===== config.mk =====
export PLATFORM = sky130hd
export DESIGN_NAME = amr_rtp_payload_deframer_flat
export DESIGN_NICKNAME = d
export VERILOG_FILES = /design/src/sv/amrdf_pkg.sv /design/src/sv/amrdf_if.sv /design/src/sv/amrdf_toc_ram.sv /design/src/sv/amrdf_rsp_reg.sv /design/src/sv/amrdf_ctrl.sv /design/src/sv/amr_rtp_payload_deframer.sv /design/src/flat_wrapper.sv
export SDC_FILE = /design/constraint.sdc
export NUM_CORES = 1
export LEC_CHECK = 0
export BUFFER_PORTS_ARGS = -buffer_cell sky130_fd_sc_hd__buf_2
export CAP_MARGIN = 20
export CORE_ASPECT_RATIO = 1.2
export CORE_MARGIN = 10
export CORE_UTILIZATION = 64
export CTS_CLUSTER_DIAMETER = 150
export DETAILED_ROUTE_END_ITERATION = 6
export PLACE_DENSITY = 0.79
export SYNTH_ARGS = -nofsm -noshare
export SYNTH_HDL_FRONTEND = slang
export SYNTH_SLANG_ARGS = --single-unit

===== constraint.sdc =====
create_clock -name clock -period 8.3 [get_ports clock]
set_input_delay 1.245 -clock clock [delete_from_list [all_inputs] [get_ports clock]]
set_output_delay 1.245 -clock clock [all_outputs]
set_load 0.1 [all_outputs]

===== src/sv/amrdf_pkg.sv =====
// ----------------------------------------------------------------------------
// amrdf_pkg
// Shared widths, result codes, beat type and frame size tables for the
// octet-aligned AMR payload deframer.
// ----------------------------------------------------------------------------
`default_nettype none

package amrdf_pkg;

   // field widths
   localparam int BYTE_W  = 8;
   localparam int LEN_W   = 12;
   localparam int KIND_W  = 2;
   localparam int STAT_W  = 3;
   localparam int ENTRY_W = 5;
   localparam int SIZE_W  = 6;

   // follow bit of a table-of-contents byte
   localparam int FOLLOW_BIT = 7;

   // result kinds
   localparam logic [KIND_W-1:0] KIND_HEADER = 2'd0;
   localparam logic [KIND_W-1:0] KIND_SPEECH = 2'd1;
   localparam logic [KIND_W-1:0] KIND_END    = 2'd2;

   // packet status codes
   localparam logic [STAT_W-1:0] STATUS_OK        = 3'd0;
   localparam logic [STAT_W-1:0] STATUS_NO_SPEECH = 3'd1;
   localparam logic [STAT_W-1:0] STATUS_TRUNC     = 3'd2;
   localparam logic [STAT_W-1:0] STATUS_EXCESS    = 3'd3;
   localparam logic [STAT_W-1:0] STATUS_TOO_MANY  = 3'd4;

   // one result beat
   typedef struct packed {
      logic [BYTE_W-1:0] out_byte;
      logic [KIND_W-1:0] out_kind;
      logic [STAT_W-1:0] packet_status;
      logic              last_of_packet;
   } rsp_beat_type;

   // speech byte count of a frame type, narrowband or wideband
   function automatic logic [SIZE_W-1:0] frame_size(input logic wideband,
                                                   input logic [3:0] ftype);
      logic [SIZE_W-1:0] nb;
      logic [SIZE_W-1:0] wb;
      case (ftype)
         4'd0:    begin nb = 6'd12; wb = 6'd17; end
         4'd1:    begin nb = 6'd13; wb = 6'd23; end
         4'd2:    begin nb = 6'd15; wb = 6'd32; end
         4'd3:    begin nb = 6'd17; wb = 6'd36; end
         4'd4:    begin nb = 6'd19; wb = 6'd40; end
         4'd5:    begin nb = 6'd20; wb = 6'd46; end
         4'd6:    begin nb = 6'd26; wb = 6'd50; end
         4'd7:    begin nb = 6'd31; wb = 6'd58; end
         4'd8:    begin nb = 6'd5;  wb = 6'd60; end
         4'd9:    begin nb = 6'd0;  wb = 6'd5;  end
         4'd10:   begin nb = 6'd0;  wb = 6'd5;  end
         default: begin nb = 6'd0;  wb = 6'd0;  end
      endcase
      return wideband ? wb : nb;
   endfunction

endpackage

`default_nettype wire


===== src/sv/amrdf_if.sv =====
// ----------------------------------------------------------------------------
// amrdf_if
// Valid/ready channels of the deframer: payload bytes in, result beats out.
// ----------------------------------------------------------------------------
`default_nettype none

// payload byte channel
interface amrdf_req_if;
   logic                         valid;
   logic                         ready;
   logic [amrdf_pkg::BYTE_W-1:0] payload_byte;
   logic [amrdf_pkg::LEN_W-1:0]  packet_length;

   modport source (output valid, output payload_byte, output packet_length, input ready);
   modport sink   (input valid, input payload_byte, input packet_length, output ready);
endinterface

// result channel
interface amrdf_rsp_if;
   logic                         valid;
   logic                         ready;
   logic [amrdf_pkg::BYTE_W-1:0] out_byte;
   logic [amrdf_pkg::KIND_W-1:0] out_kind;
   logic [amrdf_pkg::STAT_W-1:0] packet_status;
   logic                         last_of_packet;

   modport source (output valid, output out_byte, output out_kind, output packet_status,
                   output last_of_packet, input ready);
   modport sink   (input valid, input out_byte, input out_kind, input packet_status,
                   input last_of_packet, output ready);
endinterface

`default_nettype wire


===== src/sv/amrdf_toc_ram.sv =====
// ----------------------------------------------------------------------------
// amrdf_toc_ram
// Table-of-contents store: one write port, one read port, registered read.
// ----------------------------------------------------------------------------
`default_nettype none

module amrdf_toc_ram #(
   parameter int DEPTH  = 16,
   parameter int ADDR_W = 4
) (
   input  wire logic                          clock,
   input  wire logic                          wr_en,
   input  wire logic [ADDR_W-1:0]             wr_addr,
   input  wire logic [amrdf_pkg::ENTRY_W-1:0] wr_data,
   input  wire logic                          rd_en,
   input  wire logic [ADDR_W-1:0]             rd_addr,
   output logic      [amrdf_pkg::ENTRY_W-1:0] rd_data
);

   logic [amrdf_pkg::ENTRY_W-1:0] mem [DEPTH];
   logic [amrdf_pkg::ENTRY_W-1:0] rd_data_ff;

   // write and registered read
   always_ff @(posedge clock) begin
      if (wr_en) begin
         mem[wr_addr] <= wr_data;
      end
      if (rd_en) begin
         rd_data_ff <= mem[rd_addr];
      end
   end

   assign rd_data = rd_data_ff;

endmodule

`default_nettype wire


===== src/sv/amrdf_rsp_reg.sv =====
// ----------------------------------------------------------------------------
// amrdf_rsp_reg
// Output register of the result channel; takes a new beat while the held
// one is being taken.
// ----------------------------------------------------------------------------
`default_nettype none

module amrdf_rsp_reg (
   input  wire logic                    clock,
   input  wire logic                    reset,
   input  wire logic                    push,
   input  wire amrdf_pkg::rsp_beat_type push_beat,
   output logic                         can_push,
   amrdf_rsp_if.source                  rsp
);

   logic                    valid_ff;
   amrdf_pkg::rsp_beat_type beat_ff;

   // valid flag
   always_ff @(posedge clock) begin
      if (reset) begin
         valid_ff <= 1'b0;
      end else if (push) begin
         valid_ff <= 1'b1;
      end else if (rsp.ready) begin
         valid_ff <= 1'b0;
      end
   end

   // payload
   always_ff @(posedge clock) begin
      if (push) begin
         beat_ff <= push_beat;
      end
   end

   assign can_push           = !valid_ff || rsp.ready;
   assign rsp.valid          = valid_ff;
   assign rsp.out_byte       = beat_ff.out_byte;
   assign rsp.out_kind       = beat_ff.out_kind;
   assign rsp.packet_status  = beat_ff.packet_status;
   assign rsp.last_of_packet = beat_ff.last_of_packet;

endmodule

`default_nettype wire


===== src/sv/amrdf_ctrl.sv =====
// ----------------------------------------------------------------------------
// amrdf_ctrl
// Packet sequencer: parses the mode request and table of contents, walks the
// stored entries through the toc memory and emits header, speech and end beats.
// ----------------------------------------------------------------------------
`default_nettype none

module amrdf_ctrl #(
   parameter int MAX_FRAMES       = 16,
   parameter int MAX_PACKET_BYTES = 2048,
   parameter int IDX_W            = 4
) (
   input  wire logic                          clock,
   input  wire logic                          reset,
   input  wire logic                          wideband,
   amrdf_req_if.sink                          req,
   // toc memory
   output logic                               toc_wr_en,
   output logic      [IDX_W-1:0]              toc_wr_addr,
   output logic      [amrdf_pkg::ENTRY_W-1:0] toc_wr_data,
   output logic                               toc_rd_en,
   output logic      [IDX_W-1:0]              toc_rd_addr,
   input  wire logic [amrdf_pkg::ENTRY_W-1:0] toc_rd_data,
   // result register
   output logic                               push,
   output amrdf_pkg::rsp_beat_type            push_beat,
   input  wire logic                          can_push
);

   localparam int FC_W  = $clog2(MAX_FRAMES + 1);
   localparam int LEN_W = amrdf_pkg::LEN_W;
   localparam int CMP_W = LEN_W + 1;

   typedef enum logic [6:0] {
      S_IN   = 7'b0000001,
      S_HRD  = 7'b0000010,
      S_HCHK = 7'b0000100,
      S_DATA = 7'b0001000,
      S_ZRD  = 7'b0010000,
      S_ZCHK = 7'b0100000,
      S_END  = 7'b1000000
   } ctrl_state_type;

   typedef enum logic [3:0] {
      PH_IDLE   = 4'b0001,
      PH_TOC    = 4'b0010,
      PH_SPEECH = 4'b0100,
      PH_DRAIN  = 4'b1000
   } phase_type;

   ctrl_state_type                 state_ff, state_in;
   phase_type                      phase_ff, phase_in;
   logic [LEN_W-1:0]               pos_ff, pos_in;
   logic [LEN_W-1:0]               len_ff, len_in;
   logic [FC_W-1:0]                fc_ff, fc_in;
   logic [FC_W-1:0]                cf_ff, cf_in;
   logic [amrdf_pkg::SIZE_W-1:0]   left_ff, left_in;
   logic [LEN_W-1:0]               offset_ff, offset_in;
   logic [amrdf_pkg::STAT_W-1:0]   status_ff, status_in;
   logic                           last_ff, last_in;
   logic [amrdf_pkg::BYTE_W-1:0]   held_ff, held_in;

   logic                           accept;
   logic [LEN_W-1:0]               len_clamp;
   logic [LEN_W-1:0]               pos_inc;
   logic                           is_last;
   logic                           fc_full;
   logic                           cf_lt_fc;
   logic                           cf_inc_lt_fc;
   logic [FC_W-1:0]                cf_inc;
   logic [amrdf_pkg::SIZE_W-1:0]   entry_size;
   logic [amrdf_pkg::BYTE_W-1:0]   entry_hdr;
   logic [CMP_W-1:0]               offset_sum;
   logic                           entry_fits;
   logic [amrdf_pkg::STAT_W-1:0]   end_status;
   ctrl_state_type                 done_state;

   // input handshake
   assign req.ready = (state_ff == S_IN) && can_push;
   assign accept    = req.valid && req.ready;

   // packet length, clamped to 1 .. max
   always_comb begin
      len_clamp = req.packet_length;
      if (req.packet_length == '0) begin
         len_clamp = LEN_W'(1);
      end else if (32'(req.packet_length) > MAX_PACKET_BYTES) begin
         len_clamp = LEN_W'(MAX_PACKET_BYTES);
      end
   end

   // position and frame bookkeeping
   assign pos_inc      = pos_ff + LEN_W'(1);
   assign is_last      = (phase_ff == PH_IDLE) ? (len_clamp == LEN_W'(1)) : (pos_inc >= len_ff);
   assign fc_full      = (fc_ff == FC_W'(MAX_FRAMES));
   assign cf_inc       = cf_ff + FC_W'(1);
   assign cf_lt_fc     = (cf_ff < fc_ff);
   assign cf_inc_lt_fc = (cf_inc < fc_ff);
   assign done_state   = last_ff ? S_END : S_IN;

   // entry read back from the toc memory
   assign entry_size = amrdf_pkg::frame_size(wideband, toc_rd_data[4:1]);
   assign entry_hdr  = {1'b0, toc_rd_data, 2'b00};
   assign offset_sum = CMP_W'(offset_ff) + CMP_W'(entry_size);
   assign entry_fits = (offset_sum <= CMP_W'(len_ff));

   // end marker status: frames still pending count as truncated
   assign end_status = ((phase_ff == PH_SPEECH) && cf_lt_fc) ? amrdf_pkg::STATUS_TRUNC
                                                              : status_ff;

   // memory ports
   assign toc_wr_addr = fc_ff[IDX_W-1:0];
   assign toc_wr_data = req.payload_byte[6:2];
   assign toc_rd_en   = (state_ff == S_HRD) || (state_ff == S_ZRD);
   assign toc_rd_addr = cf_ff[IDX_W-1:0];

   // sequencer
   always_comb begin
      state_in  = state_ff;
      phase_in  = phase_ff;
      pos_in    = pos_ff;
      len_in    = len_ff;
      fc_in     = fc_ff;
      cf_in     = cf_ff;
      left_in   = left_ff;
      offset_in = offset_ff;
      status_in = status_ff;
      last_in   = last_ff;
      held_in   = held_ff;
      toc_wr_en = 1'b0;
      push      = 1'b0;
      push_beat = '0;

      unique case (state_ff)
         S_IN: begin
            if (accept) begin
               last_in  = is_last;
               state_in = is_last ? S_END : S_IN;
               if (phase_ff == PH_IDLE) begin
                  // mode request byte opens the packet
                  len_in    = len_clamp;
                  pos_in    = LEN_W'(1);
                  fc_in     = '0;
                  cf_in     = '0;
                  left_in   = '0;
                  offset_in = '0;
                  status_in = (len_clamp == LEN_W'(1)) ? amrdf_pkg::STATUS_NO_SPEECH
                                                        : amrdf_pkg::STATUS_OK;
                  phase_in  = PH_TOC;
               end else begin
                  pos_in = pos_inc;
                  unique case (phase_ff)
                     PH_TOC: begin
                        if (fc_full) begin
                           status_in = amrdf_pkg::STATUS_TOO_MANY;
                           phase_in  = PH_DRAIN;
                        end else begin
                           toc_wr_en = 1'b1;
                           fc_in     = fc_ff + FC_W'(1);
                           if (is_last) begin
                              status_in = amrdf_pkg::STATUS_NO_SPEECH;
                              phase_in  = PH_DRAIN;
                           end else if (!req.payload_byte[amrdf_pkg::FOLLOW_BIT]) begin
                              phase_in  = PH_SPEECH;
                              offset_in = pos_inc;
                           end
                        end
                     end
                     PH_SPEECH: begin
                        if (left_ff != '0) begin
                           // speech byte inside a frame
                           push                     = 1'b1;
                           push_beat.out_byte       = req.payload_byte;
                           push_beat.out_kind       = amrdf_pkg::KIND_SPEECH;
                           left_in                  = left_ff - amrdf_pkg::SIZE_W'(1);
                           if ((left_ff == amrdf_pkg::SIZE_W'(1)) && cf_lt_fc) begin
                              state_in = S_ZRD;
                           end
                        end else if (cf_lt_fc) begin
                           // first byte of a frame: header comes first
                           held_in  = req.payload_byte;
                           state_in = S_HRD;
                        end else begin
                           status_in = amrdf_pkg::STATUS_EXCESS;
                        end
                     end
                     PH_DRAIN: begin
                     end
                     default: begin
                     end
                  endcase
               end
            end
         end
         S_HRD: begin
            state_in = S_HCHK;
         end
         S_HCHK: begin
            if (!entry_fits) begin
               status_in = amrdf_pkg::STATUS_TRUNC;
               phase_in  = PH_DRAIN;
               state_in  = done_state;
            end else if (can_push) begin
               push               = 1'b1;
               push_beat.out_byte = entry_hdr;
               push_beat.out_kind = amrdf_pkg::KIND_HEADER;
               cf_in              = cf_inc;
               offset_in          = offset_sum[LEN_W-1:0];
               if (entry_size != '0) begin
                  left_in  = entry_size;
                  state_in = S_DATA;
               end else if (cf_inc_lt_fc) begin
                  state_in = S_HRD;
               end else begin
                  status_in = amrdf_pkg::STATUS_EXCESS;
                  state_in  = done_state;
               end
            end
         end
         S_DATA: begin
            if (can_push) begin
               push               = 1'b1;
               push_beat.out_byte = held_ff;
               push_beat.out_kind = amrdf_pkg::KIND_SPEECH;
               left_in            = left_ff - amrdf_pkg::SIZE_W'(1);
               if ((left_ff == amrdf_pkg::SIZE_W'(1)) && cf_lt_fc) begin
                  state_in = S_ZRD;
               end else begin
                  state_in = done_state;
               end
            end
         end
         S_ZRD: begin
            state_in = S_ZCHK;
         end
         S_ZCHK: begin
            // headers of zero-size frames after a frame's last byte
            if (entry_size != '0) begin
               state_in = done_state;
            end else if (can_push) begin
               push               = 1'b1;
               push_beat.out_byte = entry_hdr;
               push_beat.out_kind = amrdf_pkg::KIND_HEADER;
               cf_in              = cf_inc;
               state_in           = cf_inc_lt_fc ? S_ZRD : done_state;
            end
         end
         S_END: begin
            if (can_push) begin
               push                     = 1'b1;
               push_beat.out_kind       = amrdf_pkg::KIND_END;
               push_beat.packet_status  = end_status;
               push_beat.last_of_packet = 1'b1;
               phase_in                 = PH_IDLE;
               pos_in                   = '0;
               state_in                 = S_IN;
            end
         end
         default: begin
            state_in = S_IN;
         end
      endcase
   end

   // control registers
   always_ff @(posedge clock) begin
      if (reset) begin
         state_ff  <= S_IN;
         phase_ff  <= PH_IDLE;
         pos_ff    <= '0;
         len_ff    <= '0;
         fc_ff     <= '0;
         cf_ff     <= '0;
         left_ff   <= '0;
         offset_ff <= '0;
         status_ff <= '0;
         last_ff   <= 1'b0;
      end else begin
         state_ff  <= state_in;
         phase_ff  <= phase_in;
         pos_ff    <= pos_in;
         len_ff    <= len_in;
         fc_ff     <= fc_in;
         cf_ff     <= cf_in;
         left_ff   <= left_in;
         offset_ff <= offset_in;
         status_ff <= status_in;
         last_ff   <= last_in;
      end
   end

   // held speech byte
   always_ff @(posedge clock) begin
      held_ff <= held_in;
   end

endmodule

`default_nettype wire


===== src/sv/amr_rtp_payload_deframer.sv =====
// ----------------------------------------------------------------------------
// amr_rtp_payload_deframer
// Octet-aligned AMR RTP payload deframer: one payload byte per input beat,
// header, speech and end-of-packet beats out.
// ----------------------------------------------------------------------------
// Usage:
//  req_bus carries one payload byte per beat; packet_length is sampled on the
//  first byte of each packet (the mode request, which is dropped).
//  rsp_bus carries header beats (masked toc byte), speech beats and one
//  end-of-packet beat per packet with the packet status and last_of_packet.
//  csr_wr_en/csr_wr_data select the wideband size table; write it only while
//  no packet is in progress.
//  Sequencing: toc bytes, trailing bytes and speech bytes inside a frame are
//  taken straight in the input state while the output register has room.
//  The first speech byte of a frame goes through accept, toc memory read,
//  header beat and speech beat; each zero-size frame adds a memory read and
//  a header beat. The end marker follows the last byte in its own state. The
//  single toc read port sets these steps. A result is registered and shows
//  on rsp_bus the cycle after it is formed. Reset clears the sequencer and
//  the output register; the toc memory is not cleared. A stalled receiver
//  holds the output beat and req_bus.ready stays low until the beat is taken.
// ----------------------------------------------------------------------------
`default_nettype none

module amr_rtp_payload_deframer #(
   parameter int MAX_FRAMES       = 16,
   parameter int MAX_PACKET_BYTES = 2048
) (
   input  wire logic clock,
   input  wire logic reset,
   amrdf_req_if.sink   req_bus,
   amrdf_rsp_if.source rsp_bus,
   input  wire logic csr_wr_en,
   input  wire logic csr_wr_data
);

   localparam int IDX_W = (MAX_FRAMES > 1) ? $clog2(MAX_FRAMES) : 1;

   logic                          wideband_ff;
   logic                          toc_wr_en;
   logic [IDX_W-1:0]              toc_wr_addr;
   logic [amrdf_pkg::ENTRY_W-1:0] toc_wr_data;
   logic                          toc_rd_en;
   logic [IDX_W-1:0]              toc_rd_addr;
   logic [amrdf_pkg::ENTRY_W-1:0] toc_rd_data;
   logic                          push;
   amrdf_pkg::rsp_beat_type       push_beat;
   logic                          can_push;

   // size table select register
   always_ff @(posedge clock) begin
      if (reset) begin
         wideband_ff <= 1'b0;
      end else if (csr_wr_en) begin
         wideband_ff <= csr_wr_data;
      end
   end

   amrdf_ctrl #(
      .MAX_FRAMES       (MAX_FRAMES),
      .MAX_PACKET_BYTES (MAX_PACKET_BYTES),
      .IDX_W            (IDX_W)
   ) u_ctrl (
      .clock       (clock),
      .reset       (reset),
      .wideband    (wideband_ff),
      .req         (req_bus),
      .toc_wr_en   (toc_wr_en),
      .toc_wr_addr (toc_wr_addr),
      .toc_wr_data (toc_wr_data),
      .toc_rd_en   (toc_rd_en),
      .toc_rd_addr (toc_rd_addr),
      .toc_rd_data (toc_rd_data),
      .push        (push),
      .push_beat   (push_beat),
      .can_push    (can_push)
   );

   amrdf_toc_ram #(
      .DEPTH  (MAX_FRAMES),
      .ADDR_W (IDX_W)
   ) u_toc_ram (
      .clock   (clock),
      .wr_en   (toc_wr_en),
      .wr_addr (toc_wr_addr),
      .wr_data (toc_wr_data),
      .rd_en   (toc_rd_en),
      .rd_addr (toc_rd_addr),
      .rd_data (toc_rd_data)
   );

   amrdf_rsp_reg u_rsp_reg (
      .clock     (clock),
      .reset     (reset),
      .push      (push),
      .push_beat (push_beat),
      .can_push  (can_push),
      .rsp       (rsp_bus)
   );

endmodule

`default_nettype wire


===== src/flat_wrapper.sv =====
// flat-port wrapper written by rule: the top's interface ports become plain ports
module amr_rtp_payload_deframer_flat 
#(
   parameter int MAX_FRAMES       = 16,
   parameter int MAX_PACKET_BYTES = 2048
)
  (clock, reset, csr_wr_en, csr_wr_data, req_bus_valid, req_bus_payload_byte, req_bus_packet_length, req_bus_ready, rsp_bus_valid, rsp_bus_out_byte, rsp_bus_out_kind, rsp_bus_packet_status, rsp_bus_last_of_packet, rsp_bus_ready);
  amrdf_req_if req_bus_i ();
  amrdf_rsp_if rsp_bus_i ();
  input  wire logic clock;
  input  wire logic reset;
  input  wire logic csr_wr_en;
  input  wire logic csr_wr_data;
  input wire logic [$bits(req_bus_i.valid)-1:0] req_bus_valid;
  input wire logic [$bits(req_bus_i.payload_byte)-1:0] req_bus_payload_byte;
  input wire logic [$bits(req_bus_i.packet_length)-1:0] req_bus_packet_length;
  output wire logic [$bits(req_bus_i.ready)-1:0] req_bus_ready;
  output wire logic [$bits(rsp_bus_i.valid)-1:0] rsp_bus_valid;
  output wire logic [$bits(rsp_bus_i.out_byte)-1:0] rsp_bus_out_byte;
  output wire logic [$bits(rsp_bus_i.out_kind)-1:0] rsp_bus_out_kind;
  output wire logic [$bits(rsp_bus_i.packet_status)-1:0] rsp_bus_packet_status;
  output wire logic [$bits(rsp_bus_i.last_of_packet)-1:0] rsp_bus_last_of_packet;
  input wire logic [$bits(rsp_bus_i.ready)-1:0] rsp_bus_ready;
  assign req_bus_i.valid = req_bus_valid;
  assign req_bus_i.payload_byte = req_bus_payload_byte;
  assign req_bus_i.packet_length = req_bus_packet_length;
  assign req_bus_ready = req_bus_i.ready;
  assign rsp_bus_valid = rsp_bus_i.valid;
  assign rsp_bus_out_byte = rsp_bus_i.out_byte;
  assign rsp_bus_out_kind = rsp_bus_i.out_kind;
  assign rsp_bus_packet_status = rsp_bus_i.packet_status;
  assign rsp_bus_last_of_packet = rsp_bus_i.last_of_packet;
  assign rsp_bus_i.ready = rsp_bus_ready;
  amr_rtp_payload_deframer #(.MAX_FRAMES(MAX_FRAMES), .MAX_PACKET_BYTES(MAX_PACKET_BYTES)) u_core (.clock(clock), .reset(reset), .req_bus(req_bus_i), .rsp_bus(rsp_bus_i), .csr_wr_en(csr_wr_en), .csr_wr_data(csr_wr_data));
endmodule

* Yosys cells after proc, flatten, opt, wreduce, memory -nomap -nowiden
Memories as Yosys holds them, arrays and structs flattened. A register that Yosys moved wholly into a read port is not among the register bits.
Cells that the tools add are included.
** Word-level totals
- Memories kept :: 2
- Output and inout port bits :: 16
- Logic and storage cells :: 208
- Flip-flop bits (word level) :: 91
- Bits in read-only memories :: 176
- RAM bits :: 80
- Input port bits :: 26
** Operators by class
- Order comparisons :: 5
- Equality and inequality tests :: 38
- Bitwise operators :: 4
- Reduce and logical (&&, ||, !) cells :: 31
- Mux-type cells :: 105
- Add/subtract/negate cells :: 5
** Memories
- (no name shown) :: depth 16, bits a word 11, rd ports 1, clocked after Yosys merged registers in 0, write ports 0, line amrdf_pkg.sv:46 : case (ftype)
- u_core.u_toc_ram.mem :: depth 16, bits a word 5, rd ports 1, clocked after Yosys merged registers in 1, write ports 1, line amrdf_toc_ram.sv:20 : logic [amrdf_pkg::ENTRY_W-1:0] mem [DEPTH];
** Operator list (number)
- $mux W12 :: 13
- $mux W7 :: 18
- $mux W10 :: 6
- $mux W6 :: 10
- $pmux W7 S7 :: 1
- $pmux W12 S2 :: 2
- $mux W5 :: 8
- $mux W3 :: 11
- $mux W4 :: 8
- $pmux W8 S4 :: 1
- $mux W1 :: 18
- $mux W9 :: 2
- $pmux W6 S3 :: 1
- $ne A2 B2 Y1 const B :: 8
- $reduce_and A8 Y1 :: 2
- $pmux W5 S3 :: 1
- $add A12 B6 Y13 :: 1
- $le A13 B12 Y1 :: 1
- $add A12 B1 Y12 const B :: 1
- $eq A12 B1 Y1 const B :: 1
- $ge A12 B12 Y1 :: 1
- $gt A12 B12 Y1 const B :: 1
- $logic_not A12 Y1 :: 1
- $ne A3 B3 Y1 const B :: 4
- other kinds (42) :: 67

* Longest topological paths before layout
Gate-level depths: netlist (run 1).
- Word-level depth :: 12
- Depth in mapped cells :: 24
- Depth with buffers taken out :: 23

* Modules after synthesis
From an unflattened synthesis (run 1), not the netlist that was laid out.
** Second synthesis, totals
- Cells, all modules :: 897
- Area total of the unflattened synthesis :: 9439.1 sq um
** By module, submodules not included
- amrdf_ctrl :: cells an instance 721, sequential area each 1581.5 sq um, instances 1, area an instance 5675.4 sq um
- amrdf_toc_ram :: cells an instance 155, sequential area each 2552.4 sq um, instances 1, area an instance 3263.1 sq um
- amrdf_rsp_reg :: cells an instance 18, sequential area each 440.4 sq um, instances 1, area an instance 466.7 sq um
- amr_rtp_payload_deframer :: cells an instance 3, sequential area each 20.0 sq um, instances 1, area an instance 33.8 sq um

* Least setup slack after synthesis (run 1)
No wires, ideal clock.
- Path type :: flip-flop to flip-flop
- From :: reg u_core.u_toc_ram.rd_data_ff (netlist bit u_core.u_toc_ram.rd_data[2]) (read register of u_core.u_toc_ram.mem)
- To :: reg u_core.u_rsp_reg.beat_ff (netlist bit u_core.u_rsp_reg.rsp.last_of_packet), enable pin
- Stages on the path, launching flop included :: 21
- Path slack :: 2651 ps
- Required time :: 7910 ps
- Setup time :: 390 ps
- Period minus slack after synthesis :: 5649 ps
- Arrival :: 5258 ps
- Buffers on the path :: 0
- Cells stage by stage :: edfxtp_1 -> inv_1 -> ha_1 -> inv_1 -> mux2i_1 -> nor2_1 -> o31ai_1 -> inv_1 -> ha_1 -> fa_1 -> a211oi_1 -> o21bai_1 -> a21o_1 -> xor2_1 -> ha_1 -> a22o_1 -> o41ai_1 -> a31oi_1 -> nor3_1 -> nor3_1 -> o22ai_1
** On the way
- Cells in the longest elaborated chain, start to end :: 6
- Elaborated cells between the ends (all ways) :: 8
- Classes of those cells :: add/sub: 1; order compare: 1; mux: 4; reduce/logical: 1; memory: 1
** Ends and longest elaborated chain
- start, declared :: line amrdf_toc_ram.sv:21 : logic [amrdf_pkg::ENTRY_W-1:0] rd_data_ff;
- $mem_v2 Z16 W11 *
- $mux W6 * :: line amrdf_pkg.sv:60 : return wideband ? wb : nb;
- $add A12 B6 Y13 :: line amrdf_ctrl.sv:104 : assign offset_sum = CMP_W'(offset_ff) + CMP_W'(entry_size);
- $le A13 B12 Y1 :: line amrdf_ctrl.sv:105 : assign entry_fits = (offset_sum <= CMP_W'(len_ff));
- $mux W1 :: line amrdf_ctrl.sv:199 : if (!entry_fits) begin
- $pmux W1 S4 * :: line amrdf_ctrl.sv:134 : unique case (state_ff)
- net u_core.push :: line amr_rtp_payload_deframer.sv:46 : logic push;
- end signal, assigned :: line amrdf_rsp_reg.sv:34 : beat_ff <= push_beat;
- end, declared :: line amrdf_rsp_reg.sv:18 : amrdf_pkg::rsp_beat_type beat_ff;
Mark *: on every way through the listed nets, which the timed path passes. The rest lies on a longest branch.
A chain may end at the register's enable or synchronous reset.

* Final worst setup path (run 1)
- From :: reg u_core.u_toc_ram.rd_data_ff (netlist bit u_core.u_toc_ram.rd_data[2]) (read register of u_core.u_toc_ram.mem)
- To :: reg u_core.u_rsp_reg.beat_ff (netlist bit u_core.u_rsp_reg.rsp.out_kind[0]), enable pin
Same word-level chain as after synthesis.

==> impl_metrics.csv, run 1 <==
group,metric,value,unit
outcome,status,"finished clean",
pwr,comb_power_share,34.5,%
sta,setup_viol,0,
critical_path,cp.required,8440,ps
flow_run,maxCapViolCount,0,
sta,period_share,77.47,%
sta,grt_setup_unrepaired,"false",
synth,synth_cell_types,73,
sta,worst_pin_slew,907.7,ps
sta,fmax,155.5,MHz
layout,most-common-layout-cells,"edfxtp_1, nor2_1, nand2_1",
placement,place_congestion,0.9295,
drt,wl_per_cell,21.21,um
synth,ys_seq_elements,176,
sta,slew_headroom,39.49,%
cts,path_clk_slew,80,ps
cts,cts_resized,0,
cts,clk_path_buf_depth,2,
global_route,overflow,0,
critical_path,cp-end-kind,"register",
die,core_area,14290,sq um
layout,nFillCells,999,
pwr,sw_frac_of_total,38.54,%
die,die_w,129.9,um
synth,synth_top_area_cell,"edfxtp_1",
cts,root_buffer,"clkbuf_16",
drt,routed_wl,23180,um
critical_path,cp_max_fo,9,
layout,final_nets,987,
cts,cts_sinks,176,
drt,num_vias,7065,
global_route,first_global_vias,6923,
cts,cts.htree.levels,4,
placement,dp_cells,1058,
critical_path,crit_arrival,6570,ps
cts,cts_buffers,17,
pwr,p_leak,0.003799,uW
global_route,grt_pass1_wl,36800,um
synth,syn_avg_cell_area,10.66,sq um
layout,n_antenna_cell,0,
sta,fin_crit,6430,ps
pwr,pwr-share-clk,28.4,%
sta,finalHoldViolCount,0,
die,fp.dieArea,19720,sq um
die,io_pins,42,
global_route,grt_usage,23.85,%
synth,synth_area_leaders,"edfxtp_1, dfxtp_1, ha_1",
cts,cts_tree,"done",
drt,drcViolationCount,0,
synth,synth_edf_count,107,
cts,clock_latency,440,ps
cts,cts_setup_buffers,0,
drt,drt_iter0_markers,697,
die,row_count,48,
layout,final_common_cell,"edfxtp_1",
layout,area_growth,10.44,%
drt,first_pass_iters,5,
synth,synth-async-reset-ratio,0,%
pwr,ir_drop,0.0001847,V
global_route,grt_max_degree,54,
synth,syn-num-nets,952,
sta,hold_slack,468.2,ps
critical_path,start_kind,"register",
pwr,internal_power,1749,uW
drt,drt.antenna.violating_nets,0,
synth,netlist.area_leader.share,34.65,%
die,die_h,151.9,um
cts,ctsHoldBuffers,0,
critical_path,critPathKind,"register to register",
global_route,antenna_found_initial,0,
synth,yosysWarnings,0,
synth,synthFlopType,"edfxtp_1",
drt,via_per_inst,6.464,
pwr,powerDensity,278.0,nW/um^2
synth,seq_area_frac_synth,49.55,%
layout,ff_latch_area,4594,sq um
sta,tns,0,ps
die,start_util,64.87,%
synth,synth_cells,870,
layout,instances_no_fill,1093,
pwr,seqPwrFrac,37.1,%
placement,port_buffers,41,
synth,netlist_area,9273,sq um
pwr,p_sw,1097,uW
pwr,p_total,2847,uW
hold_path,hold_path.class,"register to register",
sta,slew_viol_final,0,
sta,fin_skew,11.23,ps
placement,dp_hpwl,16980,um
layout,drive_gt1_share,14.38,%
layout,multi_input_area,4397,sq um
## path summary, 6_finish.rpt
path | from | to | slack (ps) | cells past startpoint
min | u_core.u_ctrl.len_ff[11] | u_core.u_ctrl.len_ff[11] | 470 | 2
max | u_core.u_toc_ram.rd_data[2] | u_core.u_rsp_reg.rsp.out_kind[0] | 1870 | 21
max reg2reg | u_core.u_toc_ram.rd_data[2] | u_core.u_rsp_reg.rsp.out_kind[0] | 1870 | 21
min reg2reg | u_core.u_ctrl.len_ff[11] | u_core.u_ctrl.len_ff[11] | 470 | 2
## worst max-delay path, cell delays in order (launching register included)
cell	delay (ps)
edfxtp_1	490
inv_1	220
ha_1	180
inv_1	40
mux2i_1	120
nor2_1	60
o31ai_1	530
inv_1	220
ha_1	300
fa_1	460
a211oi_1	270
o21bai_1	100
a21o_1	260
xor2_1	170
ha_1	340
a22o_1	220
o41ai_1	310
a31oi_1	220
nor3_1	620
nor3_1	230
o22ai_1	500
buf_4	280
## area by class of cell
type	instances	share of cell area, %
timing repair buffer	49	2.663
sequential	176	44.86
inverter	40	1.466
multi-input combinational	621	42.93
clock buffer	17	4.154
tap	175	2.138
clock inverter	15	1.784
## cell usage after synthesis, types with 4 or more instances
| cell | number |
|---|---|
| o31ai_1 | 5 |
| nor2_1 | 86 |
| nor2b_1 | 5 |
| or3_1 | 4 |
| nor3_1 | 23 |
| a211oi_2 | 7 |
| a21o_1 | 8 |
| nor4_1 | 7 |
| a211oi_1 | 9 |
| xnor2_1 | 20 |
| nand3_1 | 24 |
| mux4_2 | 25 |
| a31oi_1 | 5 |
| mux2i_1 | 9 |
| a21oi_1 | 66 |
| and3_1 | 19 |
| or2_2 | 6 |
| a22o_1 | 6 |
| nand2b_1 | 7 |
| nand2_1 | 83 |
| dfxtp_1 | 69 |
| o21ai_0 | 43 |
| o211ai_1 | 4 |
| xor2_1 | 9 |
| clkbuf_1 | 25 |
| inv_1 | 39 |
| a22oi_1 | 14 |
| nand3b_1 | 9 |
| ha_1 | 55 |
| nand4_1 | 12 |
| edfxtp_1 | 107 |
## registers in the layout (all words and copies together) (netlist names)
signal                               flops
u_core.u_ctrl.cf_ff                      5
u_core.u_ctrl.fc_ff                      5
u_core.u_ctrl.held_ff                    8
u_core.u_ctrl.last_ff                    1
u_core.u_ctrl.left_ff                    6
u_core.u_ctrl.len_ff                    12
u_core.u_ctrl.offset_ff                 12
u_core.u_ctrl.phase_ff                   4
u_core.u_ctrl.pos_ff                    12
u_core.u_ctrl.state_ff                   7
u_core.u_ctrl.status_ff                  3
u_core.u_rsp_reg.rsp.last_of_packet      1
u_core.u_rsp_reg.rsp.out_byte            8
u_core.u_rsp_reg.rsp.out_kind            2
u_core.u_rsp_reg.rsp.packet_status       3
u_core.u_rsp_reg.rsp.valid               1
u_core.u_toc_ram.mem                    80
u_core.u_toc_ram.rd_data                 5
u_core.wideband_ff                       1
## logic make-up after synthesis
kind of cell | count (synthesis) | synth area share [%]
muxes | 37 | 7.408
AOI/OAI and AO/OA | 199 | 13.87
xor gates and xnor gates | 29 | 2.739
DFF | 176 | 49.55
and+or+nand+nor | 300 | 15.63
buffers and inverters | 73 | 3.171
adders and majority gates | 56 | 7.637
## metal layers
layer	vias up	wire [um]	global-route usage [%]	part of all wire, %
li1	3308	-	-	-
met1	3408	8658	26.82	37
met2	279	12230	41.39	53
met3	70	1100	3.272	4.7
met4	0	1187	14.59	5.1
met5	-	0	0	0
## metrics by stage
step	worst slack [ps]	util, %	area, sq um
final	1870	71.65	10240
after global routing	1276	71.65	10240
after CTS	1578	71.44	10210
after detailed placement	1591	67.18	9603
after global placement	1919	67.18	9603
after floorplan	2651	-	9273
## power by group through the flow
| stage | Combinational [uW] | Sequential [uW] | Clock, uW |
|---|---|---|---|
| floorplan | 719 | 1080 | 0 |
| global placement | 925 | 1070 | 0 |
| detailed placement | 957 | 1070 | 0 |
| CTS | 963 | 1050 | 810 |
| global route | 1080 | 1060 | 842 |
| finish | 983 | 1060 | 809 |
Power figures use the tool's default switching activity.
==> inputs of run 2 (changes only) <==
CORE_UTILIZATION = 56   (was 64)
PLACE_DENSITY = 0.73   (was 0.79)
clock period = 5.8 ns   (was 8.3 ns; I/O delays follow)
==> impl_metrics.csv, run 2 (synthesis results as in run 1) <==
group,metric,value,unit
critical_path,ff2ff_path_depth,23,
drt,via_per_inst,6.157,
critical_path,crit_arrival,5790,ps
sta,fmax,182.2,MHz
sta,tns,0,ps
global_route,grt_max_degree,53,
pwr,seqPwrFrac,37.1,%
die,row_count,51,
pwr,powerDensity,392.2,nW/um^2
global_route,grt_usage,20.36,%
drt,wl_per_cell,19.42,um
global_route,overflow,0,
placement,dp_cells,1101,
drt,num_vias,7025,
sta,worst_pin_slew,786.2,ps
drt,drt.antenna.violating_nets,0,
pwr,comb_power_share,34.6,%
critical_path,reg2reg_from,"u_core.u_toc_ram.rd_data[2]",
layout,area_growth,12.06,%
pwr,ir_drop,0.0002595,V
layout,nFillCells,1287,
drt,first_pass_iters,5,
cts,clk_path_buf_depth,2,
pwr,sw_frac_of_total,38.06,%
critical_path,cp_max_fo,7,
sta,hold_slack,460.0,ps
critical_path,start_kind,"register",
die,die_h,161.0,um
layout,regMostFlops,"u_core.u_toc_ram.mem",
drt,drt_iter0_markers,617,
cts,root_buffer,"clkbuf_16",
sta,slew_viol_final,0,
critical_path,worst-r2r-setup-slack,310,ps
die,die_w,137.5,um
global_route,antenna_found_initial,1,
hold_path,hp-start,"u_core.u_ctrl.len_ff[11]",
pwr,p_sw,1551,uW
layout,most-common-layout-cells,"edfxtp_1, nor2_1, nand2_1",
placement,port_buffers,41,
global_route,first_global_vias,6754,
sta,setup_viol,0,
sta,fin_crit,5488,ps
cts,cts_buffers,17,
cts,path_clk_slew,80,ps
critical_path,crit_chain,"inv_1 -> ha_1 -> inv_1 -> mux2i_1 -> nor2_1 -> o31ai_1 -> buf_4 -> inv_1 -> ha_1 -> fa_1 -> a211oi_1 -> o21bai_1 -> a21o_1 -> xor2_1 -> ha_1 -> a22o_1 -> o41ai_1 -> a31oi_1 -> nor3_1 -> buf_4 -> nor4b_1 -> o21ai_0 -> a22oi_1",
cts,cts_sinks,176,
placement,dp_hpwl,16130,um
critical_path,cp-end-kind,"register",
cts,clock_latency,440,ps
layout,drive_gt1_share,15.52,%
sta,slew_headroom,47.19,%
die,core_area,16270,sq um
pwr,internal_power,2524,uW
cts,cts_tree,"done",
flow_run,maxCapViolCount,0,
critical_path,worst_path_max_delay_cell,"edfxtp_1",
die,start_util,56.99,%
outcome,status,"finished clean",
drt,routed_wl,22160,um
sta,fin_skew,10.02,ps
layout,final_nets,997,
pwr,p_leak,0.003855,uW
placement,place_congestion,0.9283,
die,fp.dieArea,22130,sq um
layout,instances_no_fill,1141,
layout,largest_register_ffs,80,
critical_path,critPathKind,"register to register",
cts,cts.htree.levels,4,
layout,fin_util,63.86,%
sta,period_share,94.61,%
critical_path,critPathLaunch,"u_core.u_toc_ram.rd_data[2]",
critical_path,crit_path_max_incr_delay,510,ps
critical_path,rr_endpoint,"u_core.u_ctrl.state_ff[6]",
die,io_pins,42,
critical_path,endpoint,"u_core.u_ctrl.state_ff[6]",
global_route,grt_pass1_wl,35490,um
sta,finalHoldViolCount,0,
layout,final_common_cell,"edfxtp_1",
critical_path,cp.required,6100,ps
pwr,pwr-share-clk,28.3,%
hold_path,hold_path.class,"register to register",
drt,drcViolationCount,0,
run 2: changes by cell type in the layout (fill, tap and decap cells not counted):
| cell | before | now |
|---|---|---|
| nor3_2 | 1 | 2 |
| diode_2 | 0 | 1 |
| o21ai_2 | 0 | 1 |
| inv_12 | 0 | 1 |
| inv_8 | 3 | 5 |
| o21ai_1 | 2 | 1 |
| buf_4 | 7 | 15 |
| inv_6 | 3 | 2 |
| nor3_1 | 23 | 22 |
| clkbuf_4 | 0 | 1 |
| buf_16 | 0 | 1 |
| clkinv_8 | 6 | 4 |
run 2: how the worst min path moves through the flow:
stage | to | slack (ps) | cells after the start
6_report | u_core.u_ctrl.len_ff[11] | 460 | 2
5_1_grt | u_core.u_ctrl.len_ff[11] | 490 | 2
4_1_cts | u_core.u_ctrl.len_ff[11] | 460 | 2
3_5_place_dp | u_core.u_ctrl.len_ff[11] | 450 | 2
3_3_place_gp | u_core.u_ctrl.len_ff[11] | 450 | 2
2_1_floorplan | u_core.u_ctrl.len_ff[11] | 440 | 2
run 2: worst max-delay path, delay by kind of cell, from the launching register on:
family / cells / cell delay [ps]
AOI/OAI and AO/OA: 9 / 2080
adders and majority gates: 4 / 1220
buffers and inverters: 5 / 750
and+or+nand+nor: 3 / 530
DFF: 1 / 510
xor gates and xnor gates: 1 / 170
muxes: 1 / 110
run 2: repair_timing:
action	CTS	global route
hold buffers	0	0
setup endpoints to repair	0	23
resized for setup	0	2
setup buffers	0	4
run 2: per-stage QoR:
| step | worst slack, ps | area (sq um) | power, uW |
|---|---|---|---|
| after global routing | -72.48 | 10390 | 4303 |
| after floorplan | 151.2 | 9273 | 2572 |
| after detailed placement | 166.4 | 9694 | 2889 |
| after global placement | 339.7 | 9694 | 2872 |
| final | 312.4 | 10390 | 4076 |
| after CTS | 114.5 | 10300 | 4042 |
run 2: power groups by stage:
| stage | registers, uW | logic, uW | clock network [uW] |
|---|---|---|---|
| floorplan | 1540 | 1030 | 0 |
| global placement | 1530 | 1340 | 0 |
| detailed placement | 1540 | 1350 | 0 |
| CTS | 1510 | 1360 | 1170 |
| global route | 1520 | 1560 | 1220 |
| finish | 1510 | 1410 | 1150 |
run 2: area by class of cell:
class | instances | area (sq um) | share of cell area [%]
flip-flops and latches | 176 | 4594 | 44.21
multi-input cells | 621 | 4405 | 42.40
clock buffers | 17 | 425.4 | 4.094
repair buffers | 59 | 367.9 | 3.540
well taps | 212 | 265.3 | 2.553
clock inverters | 15 | 180.2 | 1.734
inverters | 40 | 150.1 | 1.445
diodes | 1 | 2.502 | 0.02408
run 2: layer usage:
layer	global-route usage, %	part of all wire (%)	wire, um
met5	0	0	0
met4	7.774	2.9	646
met3	3.808	5.2	1149
met2	34.41	51	11410
met1	24.97	40	8962
==> inputs of run 3 (changes only) <==
CORE_UTILIZATION = 58   (was 56)
CTS_BUF_LIST = sky130_fd_sc_hd__clkbuf_4 sky130_fd_sc_hd__clkbuf_8   (was unset)
CTS_CLUSTER_SIZE = 16   (was unset)
PLACE_DENSITY = 0.8   (was 0.73)
==> impl_metrics.csv, run 3 (synthesis results as in run 1) <==
group,metric,value,unit
drt,drt_iter0_markers,570,
cts,cts_buffers,17,
sta,slew_viol_final,0,
layout,final_common_cell,"edfxtp_1",
layout,regMostFlops,"u_core.u_toc_ram.mem",
global_route,grt_max_degree,53,
flow_run,maxCapViolCount,0,
die,io_pins,42,
critical_path,path_buf_inv,4,
critical_path,worst-r2r-setup-slack,440,ps
cts,cts.htree.levels,4,
pwr,seqPwrFrac,39.3,%
cts,clk_path_buf_depth,2,
die,die_w,135.4,um
layout,nFillCells,1215,
cts,root_buffer,"clkbuf_8",
sta,fin_skew,14.90,ps
placement,place_congestion,0.9706,
sta,slew_headroom,28.91,%
layout,n_antenna_cell,0,
critical_path,endpoint,"u_core.u_ctrl.cf_ff[2]",
global_route,first_global_vias,6747,
critical_path,critical_path_cell_count,22,
critical_path,cp_max_fo,7,
drt,routed_wl,21890,um
critical_path,start_kind,"register",
die,die_h,158.5,um
cts,path_clk_slew,110,ps
die,row_count,50,
sta,fmax,186.5,MHz
pwr,ir_drop,0.0002220,V
critical_path,rr_endpoint,"u_core.u_ctrl.cf_ff[2]",
critical_path,crit_path_max_incr_delay,450,ps
placement,dp_hpwl,16060,um
drt,drcViolationCount,0,
hold_path,hp-start,"u_core.u_ctrl.len_ff[11]",
sta,fin_crit,5363,ps
layout,drive_gt1_share,15.61,%
cts,cts_sinks,176,
pwr,sw_frac_of_total,40.29,%
cts,cts_tree,"done",
sta,grt_setup_unrepaired,"false",
die,fp.dieArea,21470,sq um
layout,final_nets,998,
outcome,status,"finished clean",
critical_path,crit_arrival,5780,ps
placement,port_buffers,41,
critical_path,cp.required,6220,ps
pwr,p_sw,1549,uW
critical_path,ff2ff_path_depth,22,
die,core_area,15640,sq um
global_route,grt_pass1_wl,34960,um
sta,fin_ws,437.1,ps
cts,clock_latency,490,ps
sta,tns,0,ps
drt,drt.antenna.violating_nets,0,
sta,period_share,92.46,%
drt,first_pass_iters,7,
global_route,grt_usage,20.69,%
pwr,comb_power_share,36.5,%
layout,largest_register_ffs,80,
pwr,powerDensity,375.4,nW/um^2
drt,wl_per_cell,19.25,um
pwr,pwr-share-clk,24.2,%
global_route,antenna_found_initial,1,
pwr,p_leak,0.003795,uW
sta,hold_slack,472.5,ps
critical_path,crit_family,"compound AO/OA/AOI/OAI gates",
layout,multi_input_area,4407,sq um
critical_path,critPathLaunch,"u_core.u_toc_ram.rd_data[2]",
drt,num_vias,6988,
die,start_util,59.29,%
pwr,internal_power,2295,uW
critical_path,crit_chain,"inv_1 -> ha_1 -> inv_1 -> mux2i_1 -> nor2_1 -> o31ai_1 -> inv_1 -> ha_1 -> fa_1 -> a211oi_1 -> o21bai_1 -> a21o_1 -> xor2_1 -> ha_1 -> a22o_1 -> o41ai_1 -> a31oi_1 -> or3_1 -> a21oi_1 -> buf_4 -> nand3b_1 -> a21oi_1",
drt,via_per_inst,6.146,
global_route,overflow,0,
sta,worst_pin_slew,1058,ps
hold_path,hold_path.class,"register to register",
critical_path,worst_path_max_delay_cell,"fa_1",
critical_path,cp-end-kind,"register",
layout,most-common-layout-cells,"edfxtp_1, nor2_1, nand2_1",
critical_path,critPathKind,"register to register",
sta,finalHoldViolCount,0,
layout,area_growth,10.46,%
sta,setup_viol,0,
critical_path,reg2reg_from,"u_core.u_toc_ram.rd_data[2]",
layout,ff_latch_area,4594,sq um
placement,place_ws,306.7,ps
run 3: cell count changes in the layout (fill, tap and decap cells not counted), sizes merged:
cell	change
buf	+2
clkbuf	-1
clkinv	+1
clkinvlp	-1
diode	-1
run 3: metal layers:
| metal | share of wire [%] | up-vias | track usage (%) |
|---|---|---|---|
| li1 | - | 3346 | - |
| met1 | 40 | 3337 | 24.65 |
| met3 | 6.1 | 48 | 3.373 |
| met4 | 2.6 | 0 | 8.419 |
| met5 | 0 | - | 0 |
| met2 | 52 | 257 | 36.37 |
run 3: power groups by stage:
stage	Combinational [uW]	Clock (uW)	Sequential (uW)
3_3_place_gp	1330	0	1530
5_1_grt	1550	990	1520
6_report	1400	932	1510
4_1_cts	1360	936	1510
3_5_place_dp	1350	0	1530
2_1_floorplan	1030	0	1540
run 3: metrics by stage:
stage          power, uW  util, %  area [sq um]  instances
5_1_grt             4067    65.49         10240       1137
2_1_floorplan       2572        -          9273        870
3_3_place_gp        2865    62.19          9727       1102
3_5_place_dp        2886    62.19          9727       1102
4_1_cts             3800    65.15         10190       1134
6_report            3845    65.49         10240       1137
run 3: tightest hold or removal path, cell delays in order, from the launching register on:
cell	delay, ps
dfxtp_1	330
nand2_1	50
a21oi_1	60
run 3: worst min-delay path by stage:
stage	slack [ps]	to	depth (start not counted)
4_1_cts	470	u_core.u_ctrl.len_ff[11]	2
5_1_grt	500	u_core.u_ctrl.len_ff[11]	2
3_5_place_dp	460	u_core.u_ctrl.len_ff[11]	2
3_3_place_gp	450	u_core.u_ctrl.len_ff[11]	2
2_1_floorplan	440	u_core.u_ctrl.len_ff[11]	2
6_report	470	u_core.u_ctrl.len_ff[11]	2
run 3: final cells by class:
class	count	share of cell area, %
clock buffers	17	2.284
well taps	208	2.541
repair buffers	60	3.592
clock inverters	15	2.236
inverters	40	1.466
flip-flops and latches	176	44.86
multi-input cells	621	43.02
run 3: repair_timing:
item                                    CTS  global route
setup buffers                             0             2
endpoints found under the setup margin    0            25
resized for setup                         0             2
hold buffers                              0             0
